[config.mk]
export PLATFORM = sky130hd
export DESIGN_NAME = mouse_motion_coalescer_flat
export DESIGN_NICKNAME = d
export VERILOG_FILES = /design/src/sv/mmc_pkg.sv /design/src/sv/mmc_if.sv /design/src/sv/mmc_in_reg.sv /design/src/sv/mmc_core.sv /design/src/sv/mmc_out_reg.sv /design/src/sv/mouse_motion_coalescer.sv /design/src/flat_wrapper.sv
export SDC_FILE = /design/constraint.sdc
export NUM_CORES = 1
export LEC_CHECK = 0
export BUFFER_PORTS_ARGS = -buffer_cell sky130_fd_sc_hd__clkbuf_2
export CAP_MARGIN = 20
export CORE_MARGIN = 1
export CORE_UTILIZATION = 51
export DETAILED_ROUTE_END_ITERATION = 8
export GPL_TIMING_DRIVEN = 0
export PLACE_DENSITY_LB_ADDON = 0.3
export SYNTH_ARGS = -nofsm -noshare
export SYNTH_HDL_FRONTEND = slang
export SYNTH_HIERARCHICAL = 1
export SYNTH_SLANG_ARGS = --single-unit
[constraint.sdc]
create_clock -name clk -period 4.6 [get_ports clk]
set_clock_uncertainty 0.05 [all_clocks]
set_input_delay 0.46 -clock clk [delete_from_list [all_inputs] [get_ports clk]]
set_output_delay 0.46 -clock clk [all_outputs]
set_load 0.01 [all_outputs]
[src/sv/mmc_pkg.sv]
package mmc_pkg;

  // input commands
  localparam logic [2:0] CMD_TICK   = 3'd0;
  localparam logic [2:0] CMD_MOVE_X = 3'd1;
  localparam logic [2:0] CMD_MOVE_Y = 3'd2;
  localparam logic [2:0] CMD_WHEEL  = 3'd3;
  localparam logic [2:0] CMD_BUTTON = 3'd4;

  // result kinds
  localparam logic [1:0] EV_MOVE  = 2'd0;
  localparam logic [1:0] EV_CLICK = 2'd1;
  localparam logic [1:0] EV_WHEEL = 2'd2;

  localparam int NUM_BUTTONS = 3;

  typedef struct packed {
    logic [2:0]         command;
    logic signed [15:0] value;
    logic [1:0]         button_index;
    logic [39:0]        time_sec;
    logic [29:0]        time_nsec;
  } item_t;

  typedef struct packed {
    logic [1:0]         event_kind;
    logic signed [23:0] delta_x;
    logic signed [23:0] delta_y;
    logic [1:0]         which_button;
    logic               press;
    logic signed [15:0] wheel_step;
    logic [39:0]        stamp_sec;
    logic [29:0]        stamp_nsec;
    logic               final_res;
  } result_t;

  // handshake between the decision stage and the output register
  typedef struct packed {
    logic res_valid;
    logic out_free;
  } res_hs_t;

endpackage

[src/sv/mmc_if.sv]
interface mmc_in_if;
  logic               valid;
  logic               ready;
  logic [2:0]         command;
  logic signed [15:0] value;
  logic [1:0]         button_index;
  logic [39:0]        time_sec;
  logic [29:0]        time_nsec;

  modport source (output valid, command, value, button_index, time_sec, time_nsec,
                  input ready);
  modport sink (input valid, command, value, button_index, time_sec, time_nsec,
                output ready);
endinterface

interface mmc_out_if;
  logic               valid;
  logic               ready;
  logic [1:0]         event_kind;
  logic signed [23:0] delta_x;
  logic signed [23:0] delta_y;
  logic [1:0]         which_button;
  logic               press;
  logic signed [15:0] wheel_step;
  logic [39:0]        stamp_sec;
  logic [29:0]        stamp_nsec;
  logic               final_res;

  modport source (output valid, event_kind, delta_x, delta_y, which_button, press,
                  wheel_step, stamp_sec, stamp_nsec, final_res,
                  input ready);
  modport sink (input valid, event_kind, delta_x, delta_y, which_button, press,
                wheel_step, stamp_sec, stamp_nsec, final_res,
                output ready);
endinterface

[src/sv/mmc_in_reg.sv]
module mmc_in_reg (
  input  logic            clk,
  input  logic            rst_n,
  input  logic            in_valid,
  output logic            in_ready,
  input  mmc_pkg::item_t  in_item,
  input  logic            consume,
  output logic            item_valid,
  output mmc_pkg::item_t  item
);

  logic           valid_r;
  logic           valid_nxt;
  mmc_pkg::item_t item_r;

  // free when empty or when the held item finishes this cycle
  assign in_ready = !valid_r || consume;

  always_comb begin
    valid_nxt = valid_r;
    if (in_valid && in_ready) begin
      valid_nxt = 1'b1;
    end else if (consume) begin
      valid_nxt = 1'b0;
    end
  end

  always_ff @(posedge clk) begin
    if (!rst_n) begin
      valid_r <= 1'b0;
    end else begin
      valid_r <= valid_nxt;
    end
  end

  always_ff @(posedge clk) begin
    if (in_valid && in_ready) begin
      item_r <= in_item;
    end
  end

  assign item_valid = valid_r;
  assign item       = item_r;

endmodule

[src/sv/mmc_core.sv]
module mmc_core #(
  parameter int ACC_BITS = 24
) (
  input  logic              clk,
  input  logic              rst_n,
  input  logic              item_valid,
  input  mmc_pkg::item_t    item,
  output logic              consume,
  output mmc_pkg::res_hs_t  hs_out,
  input  logic              out_free,
  output mmc_pkg::result_t  res
);

  localparam int WIDE_BITS = (ACC_BITS > 24) ? ACC_BITS : 24;
  localparam logic signed [23:0] OUT_MAX = 24'sh7FFFFF;
  localparam logic signed [23:0] OUT_MIN = -24'sh800000;

  logic signed [ACC_BITS-1:0] sum_x_r, sum_x_nxt;
  logic signed [ACC_BITS-1:0] sum_y_r, sum_y_nxt;
  logic                       pending_r, pending_nxt;
  logic [mmc_pkg::NUM_BUTTONS-1:0] levels_r, levels_nxt;

  logic value_nz;
  logic btn_ok;
  logic level_chg;
  logic has_event;
  logic need_move;
  logic emit;
  logic fire;

  function automatic logic signed [ACC_BITS-1:0] sat_add(
    input logic signed [ACC_BITS-1:0] acc,
    input logic signed [15:0]         d
  );
    logic signed [ACC_BITS:0] s;
    s = (ACC_BITS+1)'(acc) + (ACC_BITS+1)'(d);
    if (s[ACC_BITS] != s[ACC_BITS-1]) begin
      sat_add = s[ACC_BITS] ? {1'b1, {(ACC_BITS-1){1'b0}}} : {1'b0, {(ACC_BITS-1){1'b1}}};
    end else begin
      sat_add = s[ACC_BITS-1:0];
    end
  endfunction

  function automatic logic signed [23:0] clamp24(input logic signed [ACC_BITS-1:0] v);
    logic signed [WIDE_BITS-1:0] w;
    w = WIDE_BITS'(v);
    if (w > WIDE_BITS'(OUT_MAX)) begin
      clamp24 = OUT_MAX;
    end else if (w < WIDE_BITS'(OUT_MIN)) begin
      clamp24 = OUT_MIN;
    end else begin
      clamp24 = 24'(w);
    end
  endfunction

  // decode the held item against current state
  assign value_nz  = (item.value != 16'sd0);
  assign btn_ok    = (item.button_index < 2'(mmc_pkg::NUM_BUTTONS));
  assign level_chg = btn_ok && (value_nz != levels_r[item.button_index]);
  assign has_event = ((item.command == mmc_pkg::CMD_WHEEL) && value_nz) ||
                     ((item.command == mmc_pkg::CMD_BUTTON) && level_chg);
  assign need_move = pending_r && ((item.command == mmc_pkg::CMD_TICK) || has_event);
  assign emit      = item_valid && (need_move || has_event);
  assign fire      = emit && out_free;

  // a flushed move leaves the item in place; the next cycle sees no pending
  // motion and sends the wheel or click once the output register is free
  assign consume = item_valid && (!emit || (fire && !(need_move && has_event)));

  assign hs_out.res_valid = emit;
  assign hs_out.out_free  = out_free;

  always_comb begin
    res              = '0;
    res.stamp_sec    = item.time_sec;
    res.stamp_nsec   = item.time_nsec;
    if (need_move) begin
      res.event_kind = mmc_pkg::EV_MOVE;
      res.delta_x    = clamp24(sum_x_r);
      res.delta_y    = clamp24(sum_y_r);
      res.final_res  = !has_event;
    end else if (item.command == mmc_pkg::CMD_WHEEL) begin
      res.event_kind = mmc_pkg::EV_WHEEL;
      res.wheel_step = item.value;
      res.final_res  = 1'b1;
    end else begin
      res.event_kind   = mmc_pkg::EV_CLICK;
      res.which_button = item.button_index;
      res.press        = value_nz;
      res.final_res    = 1'b1;
    end
  end

  always_comb begin
    sum_x_nxt   = sum_x_r;
    sum_y_nxt   = sum_y_r;
    pending_nxt = pending_r;
    levels_nxt  = levels_r;
    if (item_valid && value_nz && (item.command == mmc_pkg::CMD_MOVE_X)) begin
      sum_x_nxt   = sat_add(sum_x_r, item.value);
      pending_nxt = 1'b1;
    end
    if (item_valid && value_nz && (item.command == mmc_pkg::CMD_MOVE_Y)) begin
      sum_y_nxt   = sat_add(sum_y_r, item.value);
      pending_nxt = 1'b1;
    end
    if (fire && need_move) begin
      sum_x_nxt   = '0;
      sum_y_nxt   = '0;
      pending_nxt = 1'b0;
    end
    if (fire && !need_move && (item.command == mmc_pkg::CMD_BUTTON)) begin
      levels_nxt[item.button_index] = value_nz;
    end
  end

  always_ff @(posedge clk) begin
    if (!rst_n) begin
      sum_x_r   <= '0;
      sum_y_r   <= '0;
      pending_r <= 1'b0;
      levels_r  <= '0;
    end else begin
      sum_x_r   <= sum_x_nxt;
      sum_y_r   <= sum_y_nxt;
      pending_r <= pending_nxt;
      levels_r  <= levels_nxt;
    end
  end

`ifndef SYNTHESIS
  a_move_needs_pending: assert property (@(posedge clk) disable iff (!rst_n)
    (emit && res.event_kind == mmc_pkg::EV_MOVE) |-> pending_r)
    else $error("move issued without pending motion");

  a_move_clears_pending: assert property (@(posedge clk) disable iff (!rst_n)
    (fire && res.event_kind == mmc_pkg::EV_MOVE) |=> !pending_r)
    else $error("pending motion survived a move");

  a_nonfinal_holds_item: assert property (@(posedge clk) disable iff (!rst_n)
    (fire && !res.final_res) |-> !consume)
    else $error("item released before its last result");

  a_nonfinal_followed: assert property (@(posedge clk) disable iff (!rst_n)
    (fire && !res.final_res) |=>
      (emit && res.event_kind != mmc_pkg::EV_MOVE && res.final_res))
    else $error("flushed move not followed by its event");
`endif

endmodule

[src/sv/mmc_out_reg.sv]
module mmc_out_reg (
  input  logic              clk,
  input  logic              rst_n,
  input  mmc_pkg::res_hs_t  hs_in,
  input  mmc_pkg::result_t  res,
  output logic              out_free,
  output logic              out_valid,
  input  logic              out_ready,
  output mmc_pkg::result_t  out_res
);

  logic              valid_r;
  logic              valid_nxt;
  mmc_pkg::result_t  res_r;

  assign out_free = !valid_r || out_ready;

  always_comb begin
    valid_nxt = valid_r;
    if (hs_in.res_valid && hs_in.out_free) begin
      valid_nxt = 1'b1;
    end else if (out_ready) begin
      valid_nxt = 1'b0;
    end
  end

  always_ff @(posedge clk) begin
    if (!rst_n) begin
      valid_r <= 1'b0;
    end else begin
      valid_r <= valid_nxt;
    end
  end

  always_ff @(posedge clk) begin
    if (hs_in.res_valid && hs_in.out_free) begin
      res_r <= res;
    end
  end

  assign out_valid = valid_r;
  assign out_res   = res_r;

endmodule

[src/sv/mouse_motion_coalescer.sv]
// Pointer-event coalescer. Each input transaction is a report tick, an x or y
// motion delta, a wheel step or a button level, with a timestamp. Motion is
// summed into saturating ACC_BITS-wide accumulators; a tick sends one move
// result if motion is pending, and a wheel step or a changed button level
// first flushes pending motion as a move and then sends its own result.
// final_res marks the last result of an input. An input is taken into an
// input register, decided there against the accumulator and button state,
// and its results pass through one output register, which registers the
// first result once it is decided. The input register takes a new input as
// soon as the held one is consumed; a wheel or click that flushes a move stays
// there while both results leave through the single output register, one at
// a time. While a result waits at the output, motion and other silent inputs
// keep flowing; an input with a result waits in the input register until the
// output register frees.
module mouse_motion_coalescer #(
  parameter int ACC_BITS = 24
) (
  input  logic             clk,
  input  logic             rst_n,
  mmc_in_if.sink           in_ch,
  mmc_out_if.source        out_ch
);

  mmc_pkg::item_t    in_item;
  mmc_pkg::item_t    item;
  mmc_pkg::result_t  res;
  mmc_pkg::result_t  out_res;
  mmc_pkg::res_hs_t  hs;
  logic              item_valid;
  logic              consume;
  logic              out_free;
  logic              in_ready;
  logic              out_valid;

  // gather the incoming transaction into one word
  assign in_item.command      = in_ch.command;
  assign in_item.value        = in_ch.value;
  assign in_item.button_index = in_ch.button_index;
  assign in_item.time_sec     = in_ch.time_sec;
  assign in_item.time_nsec    = in_ch.time_nsec;
  assign in_ch.ready          = in_ready;

  // input register: holds an item until all its results are out
  mmc_in_reg u_in_reg (
    .clk        (clk),
    .rst_n      (rst_n),
    .in_valid   (in_ch.valid),
    .in_ready   (in_ready),
    .in_item    (in_item),
    .consume    (consume),
    .item_valid (item_valid),
    .item       (item)
  );

  // accumulators, button levels and the choice of result
  mmc_core #(
    .ACC_BITS (ACC_BITS)
  ) u_core (
    .clk        (clk),
    .rst_n      (rst_n),
    .item_valid (item_valid),
    .item       (item),
    .consume    (consume),
    .hs_out     (hs),
    .out_free   (out_free),
    .res        (res)
  );

  // result register toward the sink
  mmc_out_reg u_out_reg (
    .clk       (clk),
    .rst_n     (rst_n),
    .hs_in     (hs),
    .res       (res),
    .out_free  (out_free),
    .out_valid (out_valid),
    .out_ready (out_ch.ready),
    .out_res   (out_res)
  );

  assign out_ch.valid        = out_valid;
  assign out_ch.event_kind   = out_res.event_kind;
  assign out_ch.delta_x      = out_res.delta_x;
  assign out_ch.delta_y      = out_res.delta_y;
  assign out_ch.which_button = out_res.which_button;
  assign out_ch.press        = out_res.press;
  assign out_ch.wheel_step   = out_res.wheel_step;
  assign out_ch.stamp_sec    = out_res.stamp_sec;
  assign out_ch.stamp_nsec   = out_res.stamp_nsec;
  assign out_ch.final_res    = out_res.final_res;

endmodule

[src/flat_wrapper.sv]
// flat-port wrapper written by rule: the top's interface ports become plain ports
module mouse_motion_coalescer_flat 
#(
  parameter int ACC_BITS = 24
)
  (clk, rst_n, in_ch_valid, in_ch_command, in_ch_value, in_ch_button_index, in_ch_time_sec, in_ch_time_nsec, in_ch_ready, out_ch_valid, out_ch_event_kind, out_ch_delta_x, out_ch_delta_y, out_ch_which_button, out_ch_press, out_ch_wheel_step, out_ch_stamp_sec, out_ch_stamp_nsec, out_ch_final_res, out_ch_ready);
  mmc_in_if in_ch_i ();
  mmc_out_if out_ch_i ();
  input  logic clk;
  input  logic rst_n;
  input wire logic [$bits(in_ch_i.valid)-1:0] in_ch_valid;
  input wire logic [$bits(in_ch_i.command)-1:0] in_ch_command;
  input wire logic [$bits(in_ch_i.value)-1:0] in_ch_value;
  input wire logic [$bits(in_ch_i.button_index)-1:0] in_ch_button_index;
  input wire logic [$bits(in_ch_i.time_sec)-1:0] in_ch_time_sec;
  input wire logic [$bits(in_ch_i.time_nsec)-1:0] in_ch_time_nsec;
  output wire logic [$bits(in_ch_i.ready)-1:0] in_ch_ready;
  output wire logic [$bits(out_ch_i.valid)-1:0] out_ch_valid;
  output wire logic [$bits(out_ch_i.event_kind)-1:0] out_ch_event_kind;
  output wire logic [$bits(out_ch_i.delta_x)-1:0] out_ch_delta_x;
  output wire logic [$bits(out_ch_i.delta_y)-1:0] out_ch_delta_y;
  output wire logic [$bits(out_ch_i.which_button)-1:0] out_ch_which_button;
  output wire logic [$bits(out_ch_i.press)-1:0] out_ch_press;
  output wire logic [$bits(out_ch_i.wheel_step)-1:0] out_ch_wheel_step;
  output wire logic [$bits(out_ch_i.stamp_sec)-1:0] out_ch_stamp_sec;
  output wire logic [$bits(out_ch_i.stamp_nsec)-1:0] out_ch_stamp_nsec;
  output wire logic [$bits(out_ch_i.final_res)-1:0] out_ch_final_res;
  input wire logic [$bits(out_ch_i.ready)-1:0] out_ch_ready;
  assign in_ch_i.valid = in_ch_valid;
  assign in_ch_i.command = in_ch_command;
  assign in_ch_i.value = in_ch_value;
  assign in_ch_i.button_index = in_ch_button_index;
  assign in_ch_i.time_sec = in_ch_time_sec;
  assign in_ch_i.time_nsec = in_ch_time_nsec;
  assign in_ch_ready = in_ch_i.ready;
  assign out_ch_valid = out_ch_i.valid;
  assign out_ch_event_kind = out_ch_i.event_kind;
  assign out_ch_delta_x = out_ch_i.delta_x;
  assign out_ch_delta_y = out_ch_i.delta_y;
  assign out_ch_which_button = out_ch_i.which_button;
  assign out_ch_press = out_ch_i.press;
  assign out_ch_wheel_step = out_ch_i.wheel_step;
  assign out_ch_stamp_sec = out_ch_i.stamp_sec;
  assign out_ch_stamp_nsec = out_ch_i.stamp_nsec;
  assign out_ch_final_res = out_ch_i.final_res;
  assign out_ch_i.ready = out_ch_ready;
  mouse_motion_coalescer #(.ACC_BITS(ACC_BITS)) u_core (.clk(clk), .rst_n(rst_n), .in_ch(in_ch_i), .out_ch(out_ch_i));
endmodule
==> metrics.csv <==
metric,value,unit
gp_congestion,0.878,
area_growth_syn_to_layout,21.0,%
synthesis.nets,1163,
postCtsSetupRepairBufs,0,
root_buffer,clkbuf_16,
yosysTopAreaCell,edfxtp_1,
pwr-share-seq,0.490,
clock-sinks,285,
postRouteAntennaNets,0,
min_period,4010,ps
final_area,15800,um^2
path_clk_slew,60,ps
drive_gt1_frac,0.328,
hold_buffers,0,
cp_slowest_cell,edfxtp_1,
detail_route.wl_per_cell,17.6,um
synth_area,13100,um^2
clk_latency,540,ps
cp-start-kind,register,
dp_hpwl,21100,um
yosys.area_share.simple,0.111,
synthMuxAreaShare,0.00393,
initial_core_util,0.520,
synth_commonest_cells,"edfxtp_1, buf_4, and2_1",
crit_path_end_kind,register,
port-buffer-count,236,
viasPerCell,5.33,
utilization,0.629,
hold_depth,1,
p_int,4.67,mW
grt_pass1_wl,44500,um
post_cts_resized,0,
cap_violations,0,
synth_compound_gate_area_share,0.115,
cp_max_fo,30,
status,completed,
setup_violations,0,
fin_setup_tns,0,ps
num_vias,8763,
vdd_drop_max,0.260,mV
drc,0,
synth_cell_types,69,
final-max-slew-violation-count,0,
first_iter_violations,670,
grt_pass1_vias,8195,
hp-class,in2reg,
yosysTopAreaCellShare,0.531,
fill_cells,1992,
synth_top_family_by_area,compound AO/OA/AOI/OAI gates,
critical_path.most_common_cell,buf_12,
finalCritPeriodShare,0.873,
power.leakage,6.36,nW
clock_power_share,0.415,
fp.dieH,162,um
fmax,0.249,GHz
finalHoldViolCount,0,
ys_ff_latch,285,
ys.flop_type,edfxtp_1,
drtPass1Iterations,6,
gr-usage-all-layers,0.218,
grt_max_degree,52,
wl,28900,um
r2r_cells,11,
cts.path.max_buffers,3,
fin_nets,1436,
gr-total-overflow,0,
crit_required,4830,ps
dp.cells,1589,
synth.area.top_cells,"edfxtp_1, dfxtp_1, ha_1, buf_4, and2_1",
cts_tree,yes,
tightestPinTransition,1020,ps
ys_warn_count,6,
worstSetupPathDepth,11,
yosysSeqAreaShare,0.614,
power.density,382,nW/um^2
synthAdderAreaFrac,0.0685,
crit_type,reg2reg,
p_sw,1.36,mW
dpl_cell_area,14800,um^2
path_delay_family,buffers and inverters,
synth_edf_count,231,
n_antenna_cell,0,
antenna_found_initial,0,
slew_headroom,0.321,
coreArea,25100,um^2
synth_most_common_cell,edfxtp_1,
slowest_delay,790,ps
rows,58,
cts_buffers,30,
p_comb_frac,0.095,
h-tree-depth,1,
arrival,4250,ps
path_cells,"nor4_1, nand4_1, xor2_1, a22o_1, a21oi_1, nor2b_1, buf_4, nand2_1, clkinvlp_4, buf_12, buf_12",
boundaryPins,237,
async_flop_share,0,
switching_share,0.225,
synth_xor_area_frac,0.0242,
dieWidth,162,um
syn_avg_cell_area,12.8,um^2
crit_buf_inv,4,
rsz0062_at_grt,false,
stdcell_count,1645,
total_power,6.03,mW
synthCells,1018,
dieArea,26200,um^2
==> path summary, 6_finish.rpt <==
path                                                                 to  slack [ps]                                from
worst max-delay path            u_core/u_out_reg/out_res[125]$_DFFE_PP_         590  u_core/u_in_reg/item[87]$_DFFE_PP_
worst max register to register  u_core/u_out_reg/out_res[125]$_DFFE_PP_         590  u_core/u_in_reg/item[87]$_DFFE_PP_
worst min-delay path                  u_core/u_in_reg/item[9]$_DFFE_PP_          40                  in_ch_time_nsec[9]
worst min register to register   u_core/u_out_reg/out_res[39]$_DFFE_PP_         460  u_core/u_in_reg/item[38]$_DFFE_PP_
==> through the flow <==
stage | worst slack [ps] | hold WS [ps]
2_1_floorplan | 155 | 414
3_3_place_gp | -1370 | 433
3_5_place_dp | 644 | 443
4_1_cts | 611 | 20.2
5_1_grt | 326 | 15.6
6_report | 586 | 38.3
==> power by group through the flow <==
stage                     registers [mW]  clock network, mW  logic [mW]
after floorplan                     3.01                  0       0.382
after global placement              3.01                  0       0.543
after detailed placement            3.01                  0       0.567
after CTS                           2.96               2.55       0.572
after global routing                2.97               2.66       0.628
final                               2.96               2.50       0.571
==> cell families after synthesis <==
family	Yosys count
adder cells (fa/ha/maj)	73
AO/OA/AOI/OAI	219
flip-flops	285
XOR/XNOR	36
buffers and inverters	134
AND/OR/NAND/NOR	266
multiplexers	5
==> layout make-up <==
type / count / area, um^2 / area share
buffer: 114 / 746 / 0.0472
clock buffer: 38 / 832 / 0.0527
clock inverter: 18 / 218 / 0.0138
inverter: 20 / 78.8 / 0.00499
multi-input combinational: 599 / 4220 / 0.267
sequential: 285 / 8020 / 0.507
tap: 330 / 413 / 0.0261
timing repair buffer: 241 / 1280 / 0.0811
==> placed cells by master (no fill, tap or decap), drive strengths merged, types with 5 or more instances in the layout <==
| cell type | synthesis | final |
|---|---|---|
| xor2 | 18 | 18 |
| edfxtp | 231 | 231 |
| o21a | 5 | 5 |
| a21o | 14 | 14 |
| a21oi | 65 | 65 |
| and2 | 71 | 71 |
| nor3 | 13 | 13 |
| o21ai | 47 | 47 |
| dfxtp | 54 | 54 |
| nor2 | 49 | 49 |
| nand2 | 33 | 33 |
| o211ai | 6 | 6 |
| and3 | 10 | 10 |
| a211oi | 29 | 29 |
| clkbuf | 30 | 304 |
| nand4 | 9 | 9 |
| buf | 84 | 89 |
| clkinvlp | 0 | 5 |
| xnor2 | 18 | 18 |
| ha | 48 | 48 |
| inv | 20 | 23 |
| clkinv | 0 | 6 |
| nand2b | 9 | 9 |
| nor4 | 8 | 8 |
| nand3 | 37 | 37 |
| a21boi | 9 | 9 |
| o21bai | 7 | 7 |
| o31ai | 5 | 5 |
| maj3 | 23 | 23 |
==> flip-flops by register name, indices dropped and copies added, names as in the netlist <==
register and cells:
u_core/u_core/levels_r 3, u_core/u_core/pending_r 1, u_core/u_core/sum_x_r 24, u_core/u_core/sum_y_r 24, u_core/u_in_reg/item 91, u_core/u_in_reg/item_valid 1
u_core/u_out_reg/out_res 140, u_core/u_out_reg/out_valid 1
==> routing by layer <==
layer / up-vias / global-route usage / routed length [um]
met1: 4123 / 0.293 / 12800
met2: 337 / 0.359 / 13300
met3: 37 / 0.0472 / 2210
met5: - / 0 / 0
li1: 4266 / - / -
met4: 0 / 0.0575 / 598
No activity file was read; power rests on OpenSTA's default activity.
